**config.mk**
```make
export PLATFORM = sky130hd
export DESIGN_NAME = diameter_result_code_scanner_top
export DESIGN_NICKNAME = d
export VERILOG_FILES = /design/src/hdl/drcs_pkg.sv /design/src/hdl/drcs_parser.sv /design/src/hdl/diameter_result_code_scanner_top.sv
export SDC_FILE = /design/constraint.sdc
export NUM_CORES = 1
export LEC_CHECK = 0
export BUFFER_PORTS_ARGS = -buffer_cell sky130_fd_sc_hd__buf_4
export CELL_PAD_IN_SITES_DETAIL_PLACEMENT = 0
export CELL_PAD_IN_SITES_GLOBAL_PLACEMENT = 1
export CORE_MARGIN = 5
export CORE_UTILIZATION = 25
export CTS_CLUSTER_DIAMETER = 30
export DETAILED_ROUTE_END_ITERATION = 8
export PLACE_DENSITY_LB_ADDON = 0.1
export SETUP_SLACK_MARGIN = 0.1
export SYNTH_ARGS = -nofsm -noshare
export SYNTH_HDL_FRONTEND = slang
export SYNTH_HIERARCHICAL = 1
export SYNTH_SLANG_ARGS = --single-unit
```
**constraint.sdc**
```tcl
create_clock -name i_clk -period 10.2 [get_ports i_clk]
set_clock_uncertainty 0.2 [all_clocks]
set_input_delay 2.04 -clock i_clk [delete_from_list [all_inputs] [get_ports i_clk]]
set_output_delay 2.04 -clock i_clk [all_outputs]
set_load 0.02 [all_outputs]
```
**src/hdl/drcs_pkg.sv**
```systemverilog
// Shared types and constants for the Diameter Result-Code scanner.
package drcs_pkg;

    localparam int unsigned HEADER_BYTES = 20;

    localparam logic [31:0] RC_ATTR_CODE    = 32'd268;
    localparam logic [23:0] RC_MIN_LENGTH   = 24'd12;
    localparam logic [23:0] MIN_ATTR_LENGTH = 24'd8;
    localparam logic [24:0] PAD_MASK        = 25'd3;

    // Byte offsets inside one attribute
    localparam logic [3:0] OFF_FLAGS     = 4'd4;
    localparam logic [3:0] OFF_LEN_LAST  = 4'd7;
    localparam logic [3:0] OFF_VAL_FIRST = 4'd8;
    localparam logic [3:0] OFF_VAL_LAST  = 4'd11;
    localparam logic [3:0] ATTR_HDR_END  = 4'd12;

    typedef struct packed {
        logic [31:0] code;
        logic        found;
        logic        malformed;
    } t_scan_result;

endpackage

```
**src/hdl/drcs_parser.sv**
```systemverilog
// Byte-wise attribute walker: position tracking, attribute header capture, value capture.
module drcs_parser #(
    parameter int POSITION_BITS = 24
) (
    input  logic                  i_clk,
    input  logic                  i_rst_n,
    input  logic                  i_en,
    input  logic [7:0]            i_byte,
    input  logic                  i_last,
    output drcs_pkg::t_scan_result o_result
);

    localparam int SUM_BITS = ((POSITION_BITS > 25) ? POSITION_BITS : 25) + 1;
    localparam logic [POSITION_BITS-1:0] POS_MAX = {POSITION_BITS{1'b1}};
    localparam logic [POSITION_BITS-1:0] START_RST =
        POSITION_BITS'(drcs_pkg::HEADER_BYTES);
    localparam int ATTR_HDR_END_W = int'(drcs_pkg::ATTR_HDR_END);

    logic [POSITION_BITS-1:0] r_pos, n_pos;
    logic [POSITION_BITS-1:0] r_start, n_start;
    logic [31:0]              r_code, n_code;
    logic [23:0]              r_len, n_len;
    logic [31:0]              r_value, n_value;
    logic                     r_match, n_match;
    logic                     r_found, n_found;
    logic                     r_stop, n_stop;

    logic [POSITION_BITS:0]   diff;
    logic                     in_attr;
    logic                     parse;
    logic [3:0]               off;
    logic [23:0]              len_new;
    logic [24:0]              padded;
    logic [SUM_BITS-1:0]      start_sum;

    always_comb begin
        diff    = {1'b0, r_pos} - {1'b0, r_start};
        in_attr = !diff[POSITION_BITS]
                  && (diff[POSITION_BITS-1:0] < POSITION_BITS'(ATTR_HDR_END_W));
        off     = diff[3:0];
        parse   = (r_pos != POS_MAX) && !r_found && !r_stop && in_attr;
        len_new = {r_len[15:0], i_byte};
        padded  = ({1'b0, len_new} + drcs_pkg::PAD_MASK) & ~drcs_pkg::PAD_MASK;
        start_sum = SUM_BITS'(r_start) + SUM_BITS'(padded);

        n_pos   = (r_pos != POS_MAX) ? r_pos + 1'b1 : r_pos;
        n_start = r_start;
        n_code  = r_code;
        n_len   = r_len;
        n_value = r_value;
        n_match = r_match;
        n_found = r_found;
        n_stop  = r_stop;

        if (parse) begin
            if (off < drcs_pkg::OFF_FLAGS) begin
                n_code = {r_code[23:0], i_byte};
            end else if (off > drcs_pkg::OFF_FLAGS && off <= drcs_pkg::OFF_LEN_LAST) begin
                n_len = len_new;
                if (off == drcs_pkg::OFF_LEN_LAST) begin
                    if (len_new < drcs_pkg::MIN_ATTR_LENGTH) begin
                        n_stop = 1'b1;
                    end else if (r_code == drcs_pkg::RC_ATTR_CODE
                                 && len_new >= drcs_pkg::RC_MIN_LENGTH) begin
                        n_match = 1'b1;
                    end else if (start_sum >= SUM_BITS'(POS_MAX)) begin
                        // beyond reach of the position counter: never parsed again
                        n_start = POS_MAX;
                    end else begin
                        n_start = start_sum[POSITION_BITS-1:0];
                    end
                end
            end else if (off >= drcs_pkg::OFF_VAL_FIRST && r_match) begin
                n_value = {r_value[23:0], i_byte};
                if (off == drcs_pkg::OFF_VAL_LAST) begin
                    n_found = 1'b1;
                end
            end
        end

        o_result.code      = n_found ? n_value : 32'd0;
        o_result.found     = n_found;
        o_result.malformed = n_stop;
    end

    always_ff @(posedge i_clk) begin
        if (!i_rst_n || (i_en && i_last)) begin
            r_pos   <= '0;
            r_start <= START_RST;
            r_code  <= '0;
            r_len   <= '0;
            r_value <= '0;
            r_match <= 1'b0;
            r_found <= 1'b0;
            r_stop  <= 1'b0;
        end else if (i_en) begin
            r_pos   <= n_pos;
            r_start <= n_start;
            r_code  <= n_code;
            r_len   <= n_len;
            r_value <= n_value;
            r_match <= n_match;
            r_found <= n_found;
            r_stop  <= n_stop;
        end
    end

    property p_found_needs_match;
        @(posedge i_clk) disable iff (!i_rst_n) r_found |-> r_match;
    endproperty
    a_found_needs_match: assert property (p_found_needs_match)
        else $error("value captured without a matching attribute");

    property p_start_not_behind;
        @(posedge i_clk) disable iff (!i_rst_n)
            (i_en && !i_last && n_start != r_start) |=> (r_start > $past(r_start));
    endproperty
    a_start_not_behind: assert property (p_start_not_behind)
        else $error("next attribute start moved backwards");

    property p_flags_exclusive;
        @(posedge i_clk) disable iff (!i_rst_n) !(r_found && r_stop);
    endproperty
    a_flags_exclusive: assert property (p_flags_exclusive)
        else $error("found and malformed both set");

endmodule

```
**src/hdl/diameter_result_code_scanner_top.sv**
```systemverilog
// Top level of the Diameter Result-Code scanner: stream ports and result register.
//
// Usage:
//   Feed one Diameter message byte per transfer on the slave stream; tlast marks
//   the final byte. The 20-byte header is skipped, then the attribute list is
//   walked. On the transfer that carries tlast exactly one result transfer is
//   produced on the master stream: the Result-Code value (0 when none was fully
//   captured), a found flag and a malformed flag (attribute length below 8).
//   Bytes without tlast produce no result.
// Timing:
//   One byte per cycle while tready is high. The result is registered and
//   appears in the cycle after the tlast transfer. Each byte is handled by
//   one subtract and compare against the next attribute start plus two adds
//   for the padded length and next start, between scan state and result register.
// Reset and stalls:
//   Reset clears the scan state and drops the result valid. After each tlast
//   the scan state returns to its reset values for the next message. While a
//   result waits for the receiver, input is still taken in the same cycle the
//   result leaves; otherwise tready stays low until the result is taken.
module diameter_result_code_scanner_top #(
    parameter int POSITION_BITS = 24
) (
    input  logic        i_clk,
    input  logic        i_rst_n,
    // slave stream
    input  logic        i_s_axis_tvalid,
    output logic        o_s_axis_tready,
    input  logic [7:0]  i_s_axis_tdata,   // [7:0] msg_byte
    input  logic        i_s_axis_tlast,   // last_byte
    // master stream
    output logic        o_m_axis_tvalid,
    input  logic        i_m_axis_tready,
    output logic [31:0] o_m_axis_tdata,   // [31:0] result_code
    output logic [1:0]  o_m_axis_tuser    // [0] code_found, [1] malformed
);

    logic                   in_xfer;
    drcs_pkg::t_scan_result scan_res;
    drcs_pkg::t_scan_result r_res;
    logic                   r_out_valid;

    // Take a byte whenever the result register is empty or emptying
    assign o_s_axis_tready = !r_out_valid || i_m_axis_tready;
    assign in_xfer         = i_s_axis_tvalid && o_s_axis_tready;

    drcs_parser #(
        .POSITION_BITS (POSITION_BITS)
    ) u_parser (
        .i_clk    (i_clk),
        .i_rst_n  (i_rst_n),
        .i_en     (in_xfer),
        .i_byte   (i_s_axis_tdata),
        .i_last   (i_s_axis_tlast),
        .o_result (scan_res)
    );

    // Result register: load on the tlast transfer, drop once taken
    always_ff @(posedge i_clk) begin
        if (!i_rst_n) begin
            r_out_valid <= 1'b0;
        end else if (in_xfer && i_s_axis_tlast) begin
            r_out_valid <= 1'b1;
        end else if (i_m_axis_tready) begin
            r_out_valid <= 1'b0;
        end
    end

    always_ff @(posedge i_clk) begin
        if (in_xfer && i_s_axis_tlast) begin
            r_res <= scan_res;
        end
    end

    assign o_m_axis_tvalid = r_out_valid;
    assign o_m_axis_tdata  = r_res.code;
    assign o_m_axis_tuser  = {r_res.malformed, r_res.found};

    property p_last_gives_result;
        @(posedge i_clk) disable iff (!i_rst_n)
            (in_xfer && i_s_axis_tlast) |=> o_m_axis_tvalid;
    endproperty
    a_last_gives_result: assert property (p_last_gives_result)
        else $error("tlast transfer produced no result");

    property p_zero_when_not_found;
        @(posedge i_clk) disable iff (!i_rst_n)
            (o_m_axis_tvalid && !o_m_axis_tuser[0]) |-> (o_m_axis_tdata == 32'd0);
    endproperty
    a_zero_when_not_found: assert property (p_zero_when_not_found)
        else $error("non-zero result code without found flag");

    property p_no_result_without_last;
        @(posedge i_clk) disable iff (!i_rst_n)
            (!o_m_axis_tvalid && !(in_xfer && i_s_axis_tlast)) |=> !o_m_axis_tvalid;
    endproperty
    a_no_result_without_last: assert property (p_no_result_without_last)
        else $error("result appeared without a tlast transfer");

endmodule
```
==> summary.md <==
| Metric | Value |
|---|---|
| Status | finished, final reports clean |
| Number of flops mapped to enable cells by yosys | 34 |
| Asr flop ratio synth | 0 |
| Final setup TNS | 0 ns |
| Post-cts sizing count | 0 |
| Largest net degree at the start of global routing | 116 |
| CP Launch Type | primary input |
| Actual slew at the worst max-slew pin | 1.126 ns |
| Total track usage | 0.1581 |
| Synth Instances | 1305 |
| R2R setup slack | 4.96 ns |
| Clk network pwr share | 0.468 |
| Area Overhead vs Synth | 11.90% |
| Switching share of total power | 0.2721 |
| RSZ-0062 raised after global routing | false |
| Grt ovf | 0 |
| Hold Path Class | reg2reg |
| Worst VDD drop | 0.00009884 V |
| H-tree levels | 4 |
| Number of global-route vias before repair | 9627 |
| Dominant synthesized flop cell | dfxtp_1 |
| Via density | 5.316 |
| Worst Hold Depth | 2 |
| Die area | 46180 µm² |
| CTS clk-pin slew, worst paths | 0.07 ns |
| Layout fillers | 4499 |
| Crit Path Category | in2reg |
| Pwr Density | 119.4 nW/µm² |
| FF-to-FF End | o_m_axis_tdata[2] |
| Worst-Skew Late Latency | 0.45 ns |
| Hold path start | u_parser/r_value[25] |
| # Post-CTS Setup Buffers | 0 |
| DRC | 0 |
| Initial Utilization | 0.2514 |
| Cell Rows | 75 |
| Commonest non-fill, non-tap cell in the layout | a21oi_1 |
| Vias | 9761 |
| Worst R2R Start | u_parser/r_pos[0] |
| Seq/Total Area, Yosys | 0.3471 |
| Final Max Slew Viols | 0 |
| Port Buffers | 48 |
| Syn. warnings | 6 |
| Critical Path Fanout Max | 10 |
| Pre-Repair DR Iteration Count | 5 |
| Core area | 41760 µm² |
| Clock buffer depth | 2 |
| Die height | 214.9 µm |
| Clk Tree Root Cell | clkbuf_16 |
| Distinct cells, synth | 84 |
| Worst setup EP type | flip-flop |
| CTS Sinks | 165 |
| RD Place Congestion | 0.8181 |
| #FFs+latches synth | 165 |
| Nets | 1344 |
| Switching power | 0.0003816 W |
| Max Freq | 0.1449 GHz |
| Boundary pin count | 49 |
| Placed Cells incl. Taps | 1802 |
| Total leakage power | 3.937 nW |
| TritonCTS buffer count | 17 |
| WL/cell | 20.49 µm |
| Post-detail-place hpwl | 25990 µm |
| R2R cell count | 13 |
| Combinational Power Share | 0.052 |
| Non-Filler Instances | 1836 |
| CP required | 10.39 ns |
| Final period util | 0.6768 |
| Mapped Avg Cell Area | 8.043 µm² |
| Final setup viols | 0 |
| Most frequent cells in the layout | a21oi_1 (155), o21ai_0 (144), nand3_1 (139), dfxtp_1 (131), nand2_1 (72) |
| Number of hold buffers added after cts | 0 |
| Cell internal pwr | 0.001021 W |
| Seq. cell area | 3643 µm² |
| Hold Violations, Final | 0 |
| Slew HR | 0.2497 |
| Initial antenna violation count | 5 |
| Synthesized area | 10500 µm² |
| Max_cap viols | 0 |
| CTS tree | yes |
| Sequential power share | 0.480 |
| Die Wd | 214.9 µm |
| Hold Path End | u_parser/r_value[25] |
| Net Count, Synth | 1367 |
| Drt total wl | 37620 µm |
| First-pass GRT wire length | 58220 µm |
| Initial DRC Count | 657 |
| Critical path arrival | 7.09 ns |
| Layout cell share with drive strength beyond 1 | 0.09575 |
| Tmin final | 6.903 ns |
| Multi-input gate area | 6173 µm² |
| Post-route ant nets | 0 |
## worst max-delay path, cell delays in order
cell and delay [ns]:
buf_4 0.14, nand2_1 0.10, nor3b_1 0.47, nand4_1 0.27, nor3_1 0.45, nand3_1 0.21
nor2_1 0.22, and3_1 0.24, nand2_1 0.08, xnor2_1 0.15, ha_1 0.40, and4_1 0.27
and3_1 0.18, a22oi_1 0.26, a31oi_1 0.16, nand2b_1 0.19, or2_2 0.29, or4_1 0.46
o21ai_1 0.32, o32a_1 0.19
## state kept, by name, indices dropped and copies added, names as in the netlist
| signal | count |
|---|---|
| u_parser/r_code | 32 |
| u_parser/r_found | 1 |
| o_m_axis_tuser | 2 |
| u_parser/r_start | 23 |
| u_parser/r_stop | 1 |
| u_parser/r_len | 16 |
| u_parser/r_pos | 24 |
| o_m_axis_tdata | 32 |
| u_parser/r_value | 32 |
| u_parser/r_match | 1 |
| o_m_axis_tvalid | 1 |
## final cells by class
| cell class | count | area share |
|---|---|---|
| Tap cell | 539 | 0.05742 |
| Clock inverter | 15 | 0.01353 |
| Clock buffer | 17 | 0.03622 |
| Sequential cell | 165 | 0.3102 |
| Timing Repair Buffer | 65 | 0.04155 |
| Antenna cell | 2 | 0.0004261 |
| Inverter | 47 | 0.01502 |
| Multi-Input combinational cell | 986 | 0.5256 |
## cell families (layout without fill, tap and decap cells)
group / after synthesis / after routing / share of synthesized area
and+or+nand+nor: 419 / 419 / 0.2105
AOI/OAI and AO/OA: 454 / 454 / 0.2633
adders and majority gates: 49 / 49 / 0.05984
DFF: 165 / 165 / 0.3471
other: 0 / 2 / 0
xor gates and xnor gates: 63 / 63 / 0.05257
buffers and inverters: 154 / 144 / 0.06568
muxes: 1 / 1 / 0.0009537
## power groups by stage
| stage | clock (W) | combinational (W) | sequential, W |
|---|---|---|---|
| 2_1_floorplan | 0 | 0.0000364 | 0.000695 |
| 3_3_place_gp | 0 | 0.0000748 | 0.000688 |
| 6_report | 0.000656 | 0.0000736 | 0.000673 |
| 5_1_grt | 0.000703 | 0.0000793 | 0.000674 |
| 3_5_place_dp | 0 | 0.0000745 | 0.000688 |
| 4_1_cts | 0.000677 | 0.0000747 | 0.000673 |
## layer usage
metal | global-route usage | part of all wire | up-vias
li1 | - | - | 4812
met1 | 0.2213 | 0.49 | 4764
met2 | 0.2476 | 0.45 | 141
met3 | 0.02969 | 0.035 | 38
met4 | 0.04896 | 0.021 | 6
met5 | 0 | 0.00074 | -
## synthesized netlist by cell type (22+ instances only)
| cell | number | area [µm²] |
|---|---|---|
| dfxtp_1 | 131 | 2623 |
| nor3_1 | 22 | 110.1 |
| edfxtp_1 | 34 | 1021 |
| a21oi_1 | 155 | 775.7 |
| nand3_1 | 139 | 695.7 |
| nand2_1 | 73 | 274.0 |
| nand4_1 | 26 | 162.7 |
| a22oi_1 | 34 | 255.2 |
| xor2_1 | 30 | 262.8 |
| nor2_1 | 68 | 255.2 |
| ha_1 | 47 | 588.1 |
| clkbuf_1 | 65 | 244.0 |
| buf_2 | 23 | 115.1 |
| inv_1 | 46 | 172.7 |
| xnor2_1 | 33 | 289.0 |
| o21ai_0 | 144 | 720.7 |
## stage by stage
stage / setup slack [ns] / hold WS [ns] / utilization / area [µm²] / power [W]
final: 3.297 / 0.2753 / 0.2813 / 11750 / 0.001403
after global routing: 2.721 / 0.2946 / 0.2811 / 11740 / 0.001456
after CTS: 3.245 / 0.2763 / 0.2811 / 11740 / 0.001424
after detailed placement: 2.806 / 0.2644 / 0.2671 / 11160 / 0.0007626
after global placement: 2.924 / 0.2568 / 0.2671 / 11160 / 0.0007629
after floorplan: 3.435 / 0.2427 / - / 10500 / 0.0007315
## how the worst max path moves through the flow
stage                     slack, ns              start             endpoint  cells past startpoint
after CTS                      3.24  i_s_axis_tdata[3]  u_parser/r_start[4]                     20
final                          3.30  i_s_axis_tdata[3]  u_parser/r_start[4]                     20
after global routing           2.72  i_s_axis_tdata[3]  u_parser/r_start[0]                     20
after global placement         2.92  i_s_axis_tdata[3]  u_parser/r_start[0]                     20
after floorplan                3.44  i_s_axis_tdata[3]  u_parser/r_start[0]                     21
after detailed placement       2.81  i_s_axis_tdata[3]  u_parser/r_start[4]                     20
(Power assumes the default switching activity.)
